[config.mk]
export PLATFORM = sky130hd
export DESIGN_NAME = hrp_queue
export DESIGN_NICKNAME = d
export VERILOG_FILES = /design/src/design/hrp_pkg.sv /design/src/design/hrp_queue.sv
export SDC_FILE = /design/constraint.sdc
export NUM_CORES = 1
export LEC_CHECK = 0
export ABC_AREA = 0
export BUFFER_PORTS_ARGS = -buffer_cell sky130_fd_sc_hd__buf_2
export CAP_MARGIN = 20
export CORE_MARGIN = 3
export CORE_UTILIZATION = 45
export DETAILED_ROUTE_END_ITERATION = 12
export HOLD_SLACK_MARGIN = 0.15
export PLACE_DENSITY = 0.7
export SLEW_MARGIN = 20
export SYNTH_ARGS = -nofsm -noshare
export SYNTH_HDL_FRONTEND = slang
export SYNTH_SLANG_ARGS = --single-unit
[constraint.sdc]
create_clock -name i_clk -period 2.4 [get_ports i_clk]
set_clock_uncertainty 0.2 [all_clocks]
set_input_delay 0.24 -clock i_clk [delete_from_list [all_inputs] [get_ports i_clk]]
set_output_delay 0.24 -clock i_clk [all_outputs]
set_load 0.1 [all_outputs]
[src/design/hrp_pkg.sv]
// ----------------------------------------------------------------------------
// hrp_pkg
// Types, constants and character tables of the HTTP request header parser.
// ----------------------------------------------------------------------------
package hrp_pkg;

    localparam int MaxHeaderBytes = 8191;
    localparam int CountW = $clog2(MaxHeaderBytes + 1);

    // Request kinds
    localparam logic [2:0] KIND_INVALID = 3'd0;
    localparam logic [2:0] KIND_GET     = 3'd1;
    localparam logic [2:0] KIND_PUT     = 3'd2;
    localparam logic [2:0] KIND_DELETE  = 3'd3;
    localparam logic [2:0] KIND_OTHER   = 3'd4;

    // Byte classes sent from the front end to the back end
    typedef enum logic [1:0] {
        CLS_CHAR  = 2'd0,
        CLS_BREAK = 2'd1,
        CLS_END   = 2'd2,
        CLS_SKIP  = 2'd3
    } t_cls;

    // One queued beat: class, byte, and whether the verdict is due
    typedef struct packed {
        t_cls       cls;
        logic [7:0] ch;
        logic       last;
    } t_beat;

    localparam int KeyLen = 14;
    localparam int NumMethods = 9;

    // Method name characters, index 0 is the first character
    function automatic logic [7:0] method_char(input logic [3:0] m, input logic [3:0] p);
        logic [7:0] r;
        string s;
        r = 8'h00;
        case (m)
            4'd0: s = "GET";
            4'd1: s = "PUT";
            4'd2: s = "DELETE";
            4'd3: s = "HEAD";
            4'd4: s = "POST";
            4'd5: s = "OPTIONS";
            4'd6: s = "TRACE";
            4'd7: s = "PATCH";
            default: s = "CONNECT";
        endcase
        if (int'(p) < s.len()) begin
            r = s[int'(p)];
        end
        return r;
    endfunction

    function automatic logic [3:0] method_len(input logic [3:0] m);
        logic [3:0] r;
        case (m)
            4'd0, 4'd1: r = 4'd3;
            4'd2: r = 4'd6;
            4'd3, 4'd4: r = 4'd4;
            4'd5, 4'd8: r = 4'd7;
            4'd6, 4'd7: r = 4'd5;
            default: r = 4'd0;
        endcase
        return r;
    endfunction

    function automatic logic [7:0] key_char(input logic [4:0] p);
        logic [7:0] r;
        string s;
        s = "Content-Length";
        r = 8'h00;
        if (int'(p) < KeyLen) begin
            r = s[int'(p)];
        end
        return r;
    endfunction

    function automatic logic [7:0] version_char(input logic [3:0] p);
        logic [7:0] r;
        string s;
        s = "HTTP/";
        r = 8'h00;
        if (int'(p) < 5) begin
            r = s[int'(p)];
        end
        return r;
    endfunction

endpackage

[src/design/hrp_queue.sv]
// ----------------------------------------------------------------------------
// hrp_queue
// Two-entry queue between front end and back end.
// ----------------------------------------------------------------------------
module hrp_queue (
    input  logic           i_clk,
    input  logic           i_rst_n,
    input  logic           i_push,
    input  hrp_pkg::t_beat i_beat,
    output logic           o_full,
    input  logic           i_pop,
    output logic           o_valid,
    output hrp_pkg::t_beat o_beat
);
    hrp_pkg::t_beat r_mem [2];
    logic r_wp, r_rp;
    logic [1:0] r_cnt;

    assign o_full = r_cnt == 2'd2;
    assign o_valid = r_cnt != 2'd0;
    assign o_beat = r_mem[r_rp];

    // Store on push
    always_ff @(posedge i_clk) begin
        if (i_push) begin
            r_mem[r_wp] <= i_beat;
        end
    end

    // Advance pointers and count
    always_ff @(posedge i_clk) begin
        if (!i_rst_n) begin
            r_wp <= 1'b0;
            r_rp <= 1'b0;
            r_cnt <= 2'd0;
        end else begin
            if (i_push) r_wp <= !r_wp;
            if (i_pop) r_rp <= !r_rp;
            r_cnt <= r_cnt + {1'b0, i_push} - {1'b0, i_pop};
        end
    end
endmodule

==> flow_metrics.env <==
export IMPL_die_h_um=53.6
export IMPL_worstSetupStartpointType="input port"
export IMPL_fmax_mhz=460
export IMPL_r2r_start="r_cnt[0]"
export IMPL_rsz0062_at_grt="false"
export IMPL_grt_pass1_vias=659
export IMPL_final_common_cell="buf_2"
export IMPL_slew_limit_headroom_pct=64.9
export IMPL_hold_path_class="reg2reg"
export IMPL_num_vias=592
export IMPL_tightestPinTransition_ns=0.526
export IMPL_mostFrequentLayoutCells="27 x buf_2, 22 x edfxtp_1, 15 x dlygate4sd3_1"
export IMPL_vias_per_cell=4.63
export IMPL_dieArea_um2=2870
export IMPL_ant_nets=0
export IMPL_fin_crit_ns=2.17
export IMPL_min_period_over_period_pct=90.6
export IMPL_syn_area_per_cell_um2=18.5
export IMPL_drtIter0Drc=4
export IMPL_track_usage_pct=13.7
export IMPL_antenna_cells=0
export IMPL_n_fill_cell=159
export IMPL_r2r_slack_ns=0.41
export IMPL_drive_gt1_share_pct=32.7
export IMPL_wl_per_cell_um=13.1
export IMPL_gp_congestion=0.634
export IMPL_hold_viol=0
export IMPL_outcome="complete, no violations"
export IMPL_worst_setup_hold_path_clk_slew_ns=0.14
export IMPL_clock_sinks=27
export IMPL_grt_max_degree=16
export IMPL_p_leak_nw=0.553
export IMPL_end_kind="flop"
export IMPL_synth_area_leaders="edfxtp_1 65%, mux2_1 11%, dfxtp_1 9.8%"
export IMPL_grt_first_pass_wirelength_mm=2.78
export IMPL_start_util_pct=49.5
export IMPL_min_from="r_rp"
export IMPL_die_w_um=53.6
export IMPL_drt_pass1_iter_count=4
export IMPL_cp_arrival_ns=2.20
export IMPL_htree_levels=1
export IMPL_pin_count=28
export IMPL_setup_viol=0
export IMPL_overflow=0
export IMPL_cts_tree="built"
export IMPL_reg2reg_to="r_cnt[0]"
export IMPL_synth_top_area_share_pct=64.8
export IMPL_antenna_found_initial=0
export IMPL_cts_buffers=3
export IMPL_portBuffers=27
export IMPL_wirelength_mm=1.68
export IMPL_maxSlewViolCount=0
export IMPL_ctsRootBufferMaster="clkbuf_4"
export IMPL_seq_area_frac_synth_pct=74.6
export IMPL_synth_cell_area_um2=1020
export IMPL_synth_top_area_cell="edfxtp_1"
export IMPL_drcViolationCount=0
export IMPL_netlist_instances=55
export IMPL_finalNetCount=119
export IMPL_path_class="in2reg"
export IMPL_ctsResizeCount=0
export IMPL_synth_seq_cells=27
export IMPL_path_max_fanout=2
export IMPL_ys_types=13
export IMPL_yosys_warnings=0
export IMPL_dpl_hpwl_mm=1.09
export IMPL_reg2regPathDepth=6
export IMPL_core_area_um2=2060
export IMPL_crit_required_ns=2.42
export IMPL_cap_violations=0
export IMPL_area_delta_synth_final_pct=34.0
export IMPL_hold_depth=2
export IMPL_setup_tns_ns=0
export IMPL_peakVddDrop_uv=687
export IMPL_cts_path_max_buffers=2
export IMPL_syn_nets=72
export IMPL_powerDensity_nw_per_um2=806
export IMPL_insertion_delay_ns=0.32
export IMPL_rows=16
export IMPL_fin_util_pct=66.3
through the flow:
stage / hold slack [ns] / power (mW) / std cells / setup slack (ns) / cell area, µm²
finish: 0.391 / 1.10 / 128 / 0.226 / 1370
global route: 0.415 / 1.15 / 128 / 0.152 / 1370
CTS: 0.391 / 1.11 / 128 / 0.253 / 1370
detailed placement: 0.231 / 0.901 / 109 / 0.622 / 1190
global placement: 0.227 / 0.892 / 109 / 0.642 / 1190
floorplan: 0.139 / 0.844 / 55 / 0.262 / 1020
worst max-delay path by stage:
stage | start | to | slack, ns | cells past startpoint
after floorplan | r_cnt[1] | o_full | 0.26 | 1
after global placement | flop | o_beat[10] | 0.64 | 2
after detailed placement | flop | o_beat[10] | 0.62 | 2
after CTS | flop | o_beat[10] | 0.25 | 2
after global routing | i_pop | r_cnt[0] | 0.15 | 7
final | i_pop | r_cnt[0] | 0.23 | 7
cells by family after synthesis:
kind of cell	count (synthesis)	share of synthesized area, %
fa+ha+maj	2	2.45
flops	27	74.6
mux	11	12.1
xor+xnor	2	3.07
simple gates	9	5.52
compound gates	1	0.736
buf+inv	3	1.47
synth_stat cells:
| cell | count |
|---|---|
| xor2_1 | 1 |
| inv_1 | 2 |
| nor2b_1 | 4 |
| or2_1 | 1 |
| and2_1 | 4 |
| buf_4 | 1 |
| edfxtp_1 | 22 |
| mux2_1 | 10 |
| dfxtp_1 | 5 |
| o21a_1 | 1 |
| mux2_2 | 1 |
| ha_1 | 2 |
| xnor3_1 | 1 |
worst max-delay path, cell delays in order:
cell and delay, ns:
dlygate4sd3_1 0.53, buf_2 0.14, ha_1 0.28, inv_1 0.04, ha_1 0.25, and2_1 0.16, dlygate4sd3_1 0.56
registers in the layout, indices dropped and copies added (netlist names), named ones only:
register  cells
r_mem        22
r_cnt         2
r_wp          1
r_rp          1
power breakdown:
group	internal, mW	switching (mW)
Clock	0.0624	0.130
Sequential	0.539	0.0188
Combinational	0.0901	0.261
what timing repair did:
action | in CTS | in global routing
endpoints found under the hold margin | 27 | 0
endpoints found under the setup margin | 0 | 0
setup buffers | 0 | 0
hold buffers | 15 | 0
final cells by class:
cell class	instances	area, µm²	share of cell area [%]
multi-input cells	25	244	17.9
inverters	2	7.51	0.549
clock buffers	3	22.5	1.65
repair buffers	43	293	21.4
clock inverters	1	5.00	0.366
well taps	27	33.8	2.47
flip-flops and latches	27	761	55.7
metal layers:
layer | track usage [%] | vias to the layer above | share of wire [%]
li1 | - | 291 | -
met1 | 15.1 | 270 | 41
met2 | 25.5 | 27 | 52
met3 | 2.77 | 4 | 5.6
met4 | 5.53 | 0 | 1.7
met5 | 0 | - | 0
Note: power is estimated with default switching activity, not from simulation.
