### src/design/hrp_pkg.sv
// ----------------------------------------------------------------------------
// hrp_pkg
// Types, constants and character tables of the HTTP request header parser.
// ----------------------------------------------------------------------------
package hrp_pkg;

    localparam int MaxHeaderBytes = 8191;
    localparam int CountW = $clog2(MaxHeaderBytes + 1);

    // Request kinds
    localparam logic [2:0] KIND_INVALID = 3'd0;
    localparam logic [2:0] KIND_GET     = 3'd1;
    localparam logic [2:0] KIND_PUT     = 3'd2;
    localparam logic [2:0] KIND_DELETE  = 3'd3;
    localparam logic [2:0] KIND_OTHER   = 3'd4;

    // Byte classes sent from the front end to the back end
    typedef enum logic [1:0] {
        CLS_CHAR  = 2'd0,
        CLS_BREAK = 2'd1,
        CLS_END   = 2'd2,
        CLS_SKIP  = 2'd3
    } t_cls;

    // One queued beat: class, byte, and whether the verdict is due
    typedef struct packed {
        t_cls       cls;
        logic [7:0] ch;
        logic       last;
    } t_beat;

    localparam int KeyLen = 14;
    localparam int NumMethods = 9;

    // Method name characters, index 0 is the first character
    function automatic logic [7:0] method_char(input logic [3:0] m, input logic [3:0] p);
        logic [7:0] r;
        string s;
        r = 8'h00;
        case (m)
            4'd0: s = "GET";
            4'd1: s = "PUT";
            4'd2: s = "DELETE";
            4'd3: s = "HEAD";
            4'd4: s = "POST";
            4'd5: s = "OPTIONS";
            4'd6: s = "TRACE";
            4'd7: s = "PATCH";
            default: s = "CONNECT";
        endcase
        if (int'(p) < s.len()) begin
            r = s[int'(p)];
        end
        return r;
    endfunction

    function automatic logic [3:0] method_len(input logic [3:0] m);
        logic [3:0] r;
        case (m)
            4'd0, 4'd1: r = 4'd3;
            4'd2: r = 4'd6;
            4'd3, 4'd4: r = 4'd4;
            4'd5, 4'd8: r = 4'd7;
            4'd6, 4'd7: r = 4'd5;
            default: r = 4'd0;
        endcase
        return r;
    endfunction

    function automatic logic [7:0] key_char(input logic [4:0] p);
        logic [7:0] r;
        string s;
        s = "Content-Length";
        r = 8'h00;
        if (int'(p) < KeyLen) begin
            r = s[int'(p)];
        end
        return r;
    endfunction

    function automatic logic [7:0] version_char(input logic [3:0] p);
        logic [7:0] r;
        string s;
        s = "HTTP/";
        r = 8'h00;
        if (int'(p) < 5) begin
            r = s[int'(p)];
        end
        return r;
    endfunction

endpackage

### src/design/hrp_front.sv
// ----------------------------------------------------------------------------
// hrp_front
// Counts bytes, detects end of text and classifies each byte.
// ----------------------------------------------------------------------------
module hrp_front (
    input  logic          i_clk,
    input  logic          i_rst_n,
    input  logic          i_valid,
    output logic          o_ready,
    input  logic [7:0]    i_byte,
    input  logic          i_last,
    output logic          o_push,
    output hrp_pkg::t_beat o_beat,
    input  logic          i_full
);
    logic [hrp_pkg::CountW-1:0] r_count, n_count;
    logic r_ended, n_ended;
    logic fire;

    assign o_ready = !i_full;
    assign fire = i_valid && o_ready;
    assign o_push = fire;

    // Classify the byte and track the end of text
    always_comb begin
        n_count = r_count;
        n_ended = r_ended;
        o_beat.ch = i_byte;
        o_beat.last = i_last;
        o_beat.cls = hrp_pkg::CLS_SKIP;
        if (!r_ended) begin
            if (i_byte == 8'h00 || int'(r_count) >= hrp_pkg::MaxHeaderBytes) begin
                n_ended = 1'b1;
                o_beat.cls = hrp_pkg::CLS_END;
            end else begin
                n_count = r_count + 1'b1;
                o_beat.cls = (i_byte == 8'h0D || i_byte == 8'h0A) ?
                    hrp_pkg::CLS_BREAK : hrp_pkg::CLS_CHAR;
            end
        end else if (i_last) begin
            o_beat.cls = hrp_pkg::CLS_SKIP;
        end
        if (i_last) begin
            n_count = '0;
            n_ended = 1'b0;
        end
    end

    always_ff @(posedge i_clk) begin
        if (!i_rst_n) begin
            r_count <= '0;
            r_ended <= 1'b0;
        end else if (fire) begin
            r_count <= n_count;
            r_ended <= n_ended;
        end
    end
endmodule

### config.mk
export PLATFORM = sky130hd
export DESIGN_NAME = hrp_front
export DESIGN_NICKNAME = d
export VERILOG_FILES = /design/src/design/hrp_pkg.sv /design/src/design/hrp_front.sv
export SDC_FILE = /design/constraint.sdc
export NUM_CORES = 1
export LEC_CHECK = 0
export BUFFER_PORTS_ARGS = -buffer_cell sky130_fd_sc_hd__buf_4
export CAP_MARGIN = 20
export CORE_MARGIN = 2
export CORE_UTILIZATION = 54
export CTS_CLUSTER_DIAMETER = 40
export DETAILED_ROUTE_END_ITERATION = 8
export PLACE_DENSITY = 0.82
export SETUP_SLACK_MARGIN = 0.02
export SYNTH_ARGS = -nofsm -noshare
export SYNTH_HDL_FRONTEND = slang
export SYNTH_SLANG_ARGS = --single-unit
### constraint.sdc
create_clock -name i_clk -period 3.6 [get_ports i_clk]
set_input_delay 0.72 -clock i_clk [delete_from_list [all_inputs] [get_ports i_clk]]
set_output_delay 0.72 -clock i_clk [all_outputs]
set_load 0.03 [all_outputs]
==> summary.md, run 1 <==
| Metric | Value |
|---|---|
| Status | complete, no violations |
| Yosys top cell by area | dfxtp_1 |
| Type of origin of the critical path | register |
| Worst R2R Path Depth | 6 |
| Dpl cells | ~140 |
| Largest family of logic cells by synthesized area | simple AND/OR/NAND/NOR gates |
| DR vias | 904 |
| Fraction of the mapped netlist area in adder cells | 0.0137 |
| Post-DP HPWL | roughly 1600 um |
| Clock Skew | around 5.7 ps |
| Internal | about 0.00022 W |
| Initial antenna violation count | 0 |
| Vias in the first global route | around 790 |
| Die height | around 45 um |
| Hold path start | r_count[4] |
| DR pass1 iterations | 4 |
| Tightest Pin Transition | roughly 430 ps |
| Ys flop type | dfxtp_1 |
| Setup Buffers After CTS | 0 |
| Max Fclk | between 300 and 400 MHz |
| Post-synth EDFFs | 0 |
| # Max-Cap Violations | 0 |
| Synth-to-layout area growth | 15.7% |
| Via density | about 6.3 |
| Max Transition Viols Final | 0 |
| Post-synth top cells | 14 x dfxtp_1, 11 x nand2_1, 11 x nand3_1, 9 x buf_4 |
| Wl on met1 | 923 um |
| Crit. End Element | primary output |
| Mux cell area share after synthesis | 0.0110 |
| Top sig layer | met4 |
| Crit-path max FO | 10 |
| Ports | 26 |
| RePlAce Congestion | 0.910 |
| Worst R2R Start | r_count[0] |
| Compound-Gate Fraction of Synth Area | 0.203 |
| Clk buf depth | 2 |
| Synthesized area | 911 um^2 |
| Worst skew pair latency | about 280 ps |
| Non-Filler Instances | around 140 |
| Worst EP required | approximately 2900 ps |
| Post-synthesis register bit count | 14 |
| Synth Instances | between 100 and 150 |
| Root buffer cell | clkbuf_4 |
| Hold path depth | 1 |
| Met2 Wirelength | approximately 1000 um |
| Yosys top cell area share | 0.308 |
| Tcrit/Tclk final | 0.805 |
| Ant. Diodes | 0 |
| Async set or reset register ratio after synthesis | 0 |
| Aggregate global routing overflow | 0 |
| RSZ-0062 raised after global routing | no |
| Leak Pwr | approximately 0.44 nW |
| WL final | between 2000 and 2500 um |
| Port Buffers | 25 |
| Post-synth net total | roughly 130 |
| Clk pwr share | 0.283 |
| Synth Warn # | 0 |
| Tot GR Track Use | 0.228 |
| CP max stage delay | 680 ps |
| Drt drc | 0 |
| Most common cell in the netlist | dfxtp_1 |
| Worst slack, placed | around 1000 ps |
| FP Rows | 14 |
| Avg Synthesized Cell Area | between 8 and 9 um^2 |
| Share of cells above drive strength 1 | 0.297 |
| Hold Path End | r_count[4] |
| ANT nets after route | 0 |
| First-pass GRT wire length | about 3400 um |
| Worst hold slack | roughly 470 ps |
| Reg2Reg Setup Slack | 1390 ps |
| Tmin final | roughly 2900 ps |
| Final net count | 144 |
| Post-Synth Simple-Gate Area | 0.334 |
| H-tree level count | 1 |
| Worst Setup SP | r_count[0] |
| Xor-xnor portion of the synthesized cell area | 0 |
| CTS tree | yes |
| Met3 wire len | ~140 um |
| Worst-path clk slew | ~80 ps |
| Die width | 45.1 um |
| WP buf/inv | 2 |
| Die area | about 0.0020 mm^2 |
| Cell variety after synth | 40 |
| Clock sink count | 14 |
| Num CTS Buffers | 3 |
| Seq/Total Area, Yosys | 0.308 |
| Critical path, cell by cell | ha_1, a21oi_1, or4b_1, and2_4, clkinv_4, buf_4 |
| Crit path DAT | 2180 ps |
| Power Density | around 290 mW/mm^2 |
| Cts-stage hold buffer count | 0 |
| Logic pwr share | 0.204 |
| Starting Density | 0.591 |
| Max_slew headroom | 0.710 |
| Crit path max-delay cell type | or4b_1 |
| Initial DRC Count | 30 |
| NetSw | around 0.000088 W |
| Setup TNS | 0 ps |
| Count of final hold-check violations | 0 |
| Critical path class | register to primary output |
| Maximum VDD drop | 0.165 mV |
| CORE AREA | between 0.0015 and 0.002 mm^2 |
| Total Power | between 0.0003 and 0.0004 W |
| RR Endpoint | r_count[9] |
| Largest net degree at the start of global routing | 12 |
| Area contributors post-synth | dfxtp_1 31%, buf_4 7.4%, nand3_1 6.0%, nand2_1 4.5%, nand4_1 4.1% |
| Setup-failing EPs final | 0 |
| Sw Share | 0.286 |
| Sequential share of power | 0.513 |
| WL/cell | roughly 14 um |
| Worst path top cell family by delay | simple AND/OR/NAND/NOR gates |
| Final setup margin | 702 ps |
| Hold Crit Class | register to register |
| Resized Gates After CTS | 0 |
[layout make-up]
type                            instances  area (um^2)
Clock buffer                            3         22.5
Fill cell                             138          488
Inverter                                7         31.3
Multi-Input combinational cell         79          512
Sequential cell                        14          280
Tap cell                               16         20.0
Timing Repair Buffer                   25          188
[layer usage]
layer,track usage,vias to the layer above
met5,0,-
met4,0.0353,0
met3,0.0600,3
met2,0.383,32
met1,0.298,416
li1,-,453
[cell usage in the layout (no fill, tap or decap)]
cell type	n
ha_1	1
a22o_1	1
or4_4	1
dfxtp_1	14
inv_1	6
nand3_1	11
o41ai_1	3
mux2i_1	1
and3_1	4
o21ai_0	4
o211ai_1	2
nand3b_1	1
or3b_2	1
nand2_1	11
o21a_1	1
nor2_1	2
or4_1	2
and2_4	1
nand4_1	6
a32o_1	1
buf_4	25
nand4_2	1
nand2b_1	2
a31oi_1	4
or3_1	2
a2111oi_0	1
a21oi_1	5
a21oi_2	1
clkinv_4	1
a21o_2	1
o211ai_2	1
or4b_1	1
o311ai_0	1
clkbuf_4	3
or4_2	1
nor4_1	2
nor2b_1	1
and3_4	1
[stage by stage]
stage | instance area (um^2) | utilization
6_report | 1050 | 0.683
5_1_grt | 1050 | 0.683
4_1_cts | 1050 | 0.683
3_5_place_dp | 1030 | 0.669
3_3_place_gp | 1030 | 0.669
2_1_floorplan | 911 | -
[flip-flops by register name (all words and copies together), names as in the netlist]
name	flops
r_count	13
r_ended	1
[worst max path at each step]
stage | end | slack, ps | cells after the start
2_1_floorplan | o_beat[9] | 1320 | 5
3_3_place_gp | o_beat[10] | 1020 | 6
3_5_place_dp | o_beat[10] | 980 | 6
4_1_cts | o_beat[10] | 720 | 6
5_1_grt | o_beat[10] | 590 | 6
6_report | o_beat[10] | 700 | 6
[kinds of logic (layout without fill, tap and decap cells)]
group	after synthesis	count (layout)
flip-flops	14	14
AND/OR/NAND/NOR	51	51
AO/OA/AOI/OAI	26	26
buffers and inverters	19	35
adder cells (fa/ha/maj)	1	1
multiplexers	1	1
[power groups by stage]
| stage | Sequential, W | Clock, W | Combinational, W |
|---|---|---|---|
| finish | 0.000157 | 0.0000870 | 0.0000627 |
| floorplan | 0.000161 | 0 | 0.0000423 |
| CTS | 0.000157 | 0.0000907 | 0.0000630 |
| detailed placement | 0.000161 | 0 | 0.0000629 |
| global route | 0.000158 | 0.0000979 | 0.0000668 |
| global placement | 0.000161 | 0 | 0.0000620 |
Note: power is estimated with default switching activity, not from simulation.
==> run 2: changes to the inputs <==
--- a/config.mk
+++ b/config.mk
@@ -8,10 +8,10 @@
 export BUFFER_PORTS_ARGS = -buffer_cell sky130_fd_sc_hd__buf_4
 export CAP_MARGIN = 20
 export CORE_MARGIN = 2
-export CORE_UTILIZATION = 54
+export CORE_UTILIZATION = 45
 export CTS_CLUSTER_DIAMETER = 40
 export DETAILED_ROUTE_END_ITERATION = 8
-export PLACE_DENSITY = 0.82
+export PLACE_DENSITY = 0.73
 export SETUP_SLACK_MARGIN = 0.02
 export SYNTH_ARGS = -nofsm -noshare
 export SYNTH_HDL_FRONTEND = slang
==> constraint.sdc (replaced) <==
create_clock -name i_clk -period 2.4 [get_ports i_clk]
set_input_delay 0.48 -clock i_clk [delete_from_list [all_inputs] [get_ports i_clk]]
set_output_delay 0.48 -clock i_clk [all_outputs]
set_load 0.03 [all_outputs]
==> run 2 against run 1 <==
  * Routed wire length is 6.6% higher
  * Setup slack worse by 600 ps
  * First-iteration DRC count is 30% higher
  * Largest cell class unchanged
==> summary.md, run 2 (synthesis gave the netlist of run 1 again) <==
| Metric | Value |
|---|---|
| Final net count | roughly 150 |
| Tcrit/Tclk final | 0.959 |
| Drt drc | 0 |
| Crit-path max FO | 6 |
| # Max-Cap Violations | 0 |
| Ports | 26 |
| Max FFs per register | 13 |
| Root buffer cell | clkbuf_4 |
| Worst-path clk slew | 80 ps |
| Worst Setup SP | r_count[0] |
| Vias in the first global route | ~850 |
| Dpl cells | 154 |
| Crit path DAT | roughly 1800 ps |
| Setup TNS | 0 ps |
| Most frequent cells in the layout | 27 x buf_4, 11 x nand2_1, 11 x nand3_1 |
| Status | complete, no violations |
| Type of origin of the critical path | register |
| Critical path class | register to primary output |
| Tightest Pin Transition | roughly 460 ps |
| Max Fclk | around 430 MHz |
| Tmin final | between 2000 and 2500 ps |
| RSZ-0062 raised after global routing | no |
| Max_slew headroom | 0.694 |
| Initial antenna violation count | 0 |
| CORE AREA | just under 0.002 mm^2 |
| First-pass GRT wire length | around 3700 um |
| WL final | 2200 um |
| H-tree level count | 1 |
| Setup Buffers After CTS | 0 |
| WL/cell | 13.9 um |
| Die area | roughly 0.0024 mm^2 |
| Setup-failing EPs final | 0 |
| Worst slack, placed | between 200 and 250 ps |
| Worst R2R Start | r_count[0] |
| RePlAce Congestion | about 0.90 |
| Hold path start | i_last |
| Port Buffers | 25 |
| DR pass1 iterations | 6 |
| CTS tree | yes |
| Count of final hold-check violations | 0 |
| Crit. End Element | primary output |
| Hold Crit Class | input port to register |
| Post-DP HPWL | 1660 um |
| Num CTS Buffers | 3 |
| Initial DRC Count | 39 |
| Clk buf depth | 2 |
| Max Transition Viols Final | 0 |
| Most common cell after layout, fill and taps aside | buf_4 |
| Die height | a little under 50 um |
| Share of cells above drive strength 1 | 0.366 |
| Die width | about 49 um |
| Largest registers | r_count (13), r_ended (1) |
| Worst skew pair latency | ~280 ps |
| Starting Density | 0.469 |
| Non-Filler Instances | between 150 and 200 |
| Largest net degree at the start of global routing | 12 |
| Power Density | approximately 450 mW/mm^2 |
| FP Rows | 16 |
| DR vias | about 940 |
| Final setup margin | 98.2 ps |
| ANT nets after route | 0 |
| Clock Skew | 1.06 ps |
| Tot GR Track Use | 0.195 |
| Aggregate global routing overflow | 0 |
| Largest register by flop count | r_count |
| Maximum VDD drop | around 0.32 mV |
| Via density | about 6 |
| Clock sink count | 14 |
| Synth-to-layout area growth | 22.8% |
| Leak Pwr | approximately 0.45 nW |
| Ant. Diodes | 0 |
| Worst EP required | around 1900 ps |
## run 2: changes by cell type in the layout (fill, tap and decap cells not counted)
cell      previous run  this run
dfxtp_1             14         9
dfxtp_2              0         5
buf_4               25        27
clkbuf_8             0         1
ha_1                 1         0
ha_4                 0         1
or4b_1               1         0
or4b_4               0         1
## run 2: routing by layer
layer / GRT usage / wire (um)
met1: 0.255 / 1010
met3: 0.0276 / 120
met4: 0.0952 / 55
met2: 0.313 / 1020
met5: 0 / 0
## run 2: stage by stage
| stage | instance area, um^2 | hold WS, ps | power (W) | util |
|---|---|---|---|---|
| after floorplan | 911 | 444 | 0.000304 | - |
| after global placement | 1060 | 466 | 0.000337 | 0.546 |
| after detailed placement | 1060 | 471 | 0.000338 | 0.546 |
| after CTS | 1110 | 461 | 0.000507 | 0.572 |
| after global routing | 1120 | 465 | 0.000526 | 0.576 |
| final | 1120 | 467 | 0.000505 | 0.576 |
## run 2: layout make-up
class	count	area (um^2)
inverters	7	31.3
well taps	27	33.8
clock buffers	4	36.3
flip-flops and latches	14	287
repair buffers	27	203
fillers	183	823
multi-input cells	79	528
## run 2: critical path, cell delays in order, from the launching register on
cell      delay, ps
dfxtp_2         400
ha_4            180
a21oi_1          40
or4b_4          530
and2_4          180
clkinv_4         60
buf_4           150
## run 2: worst paths after layout
check / slack [ps] / cells past startpoint / to
worst max register to register: 440 / 7 / r_count[9]
worst min register to register: 480 / 1 / r_count[4]
worst min-delay path: 470 / 2 / r_count[2]
worst max-delay path: 100 / 6 / o_beat[10]
## run 2: what timing repair did
action	CTS	global route
setup endpoints to repair	2	2
resized for setup	3	5
hold endpoints to repair	0	0
hold buffers	0	0
pin swaps	0	0
## run 2: power by group
group,leakage (nW),internal (W),switching (W)
Clock,0.0210,0.0000924,0.0000790
Combinational,0.317,0.0000379,0.0000590
Sequential,0.115,0.000234,0.00000260
Total,0.454,0.000364,0.000141
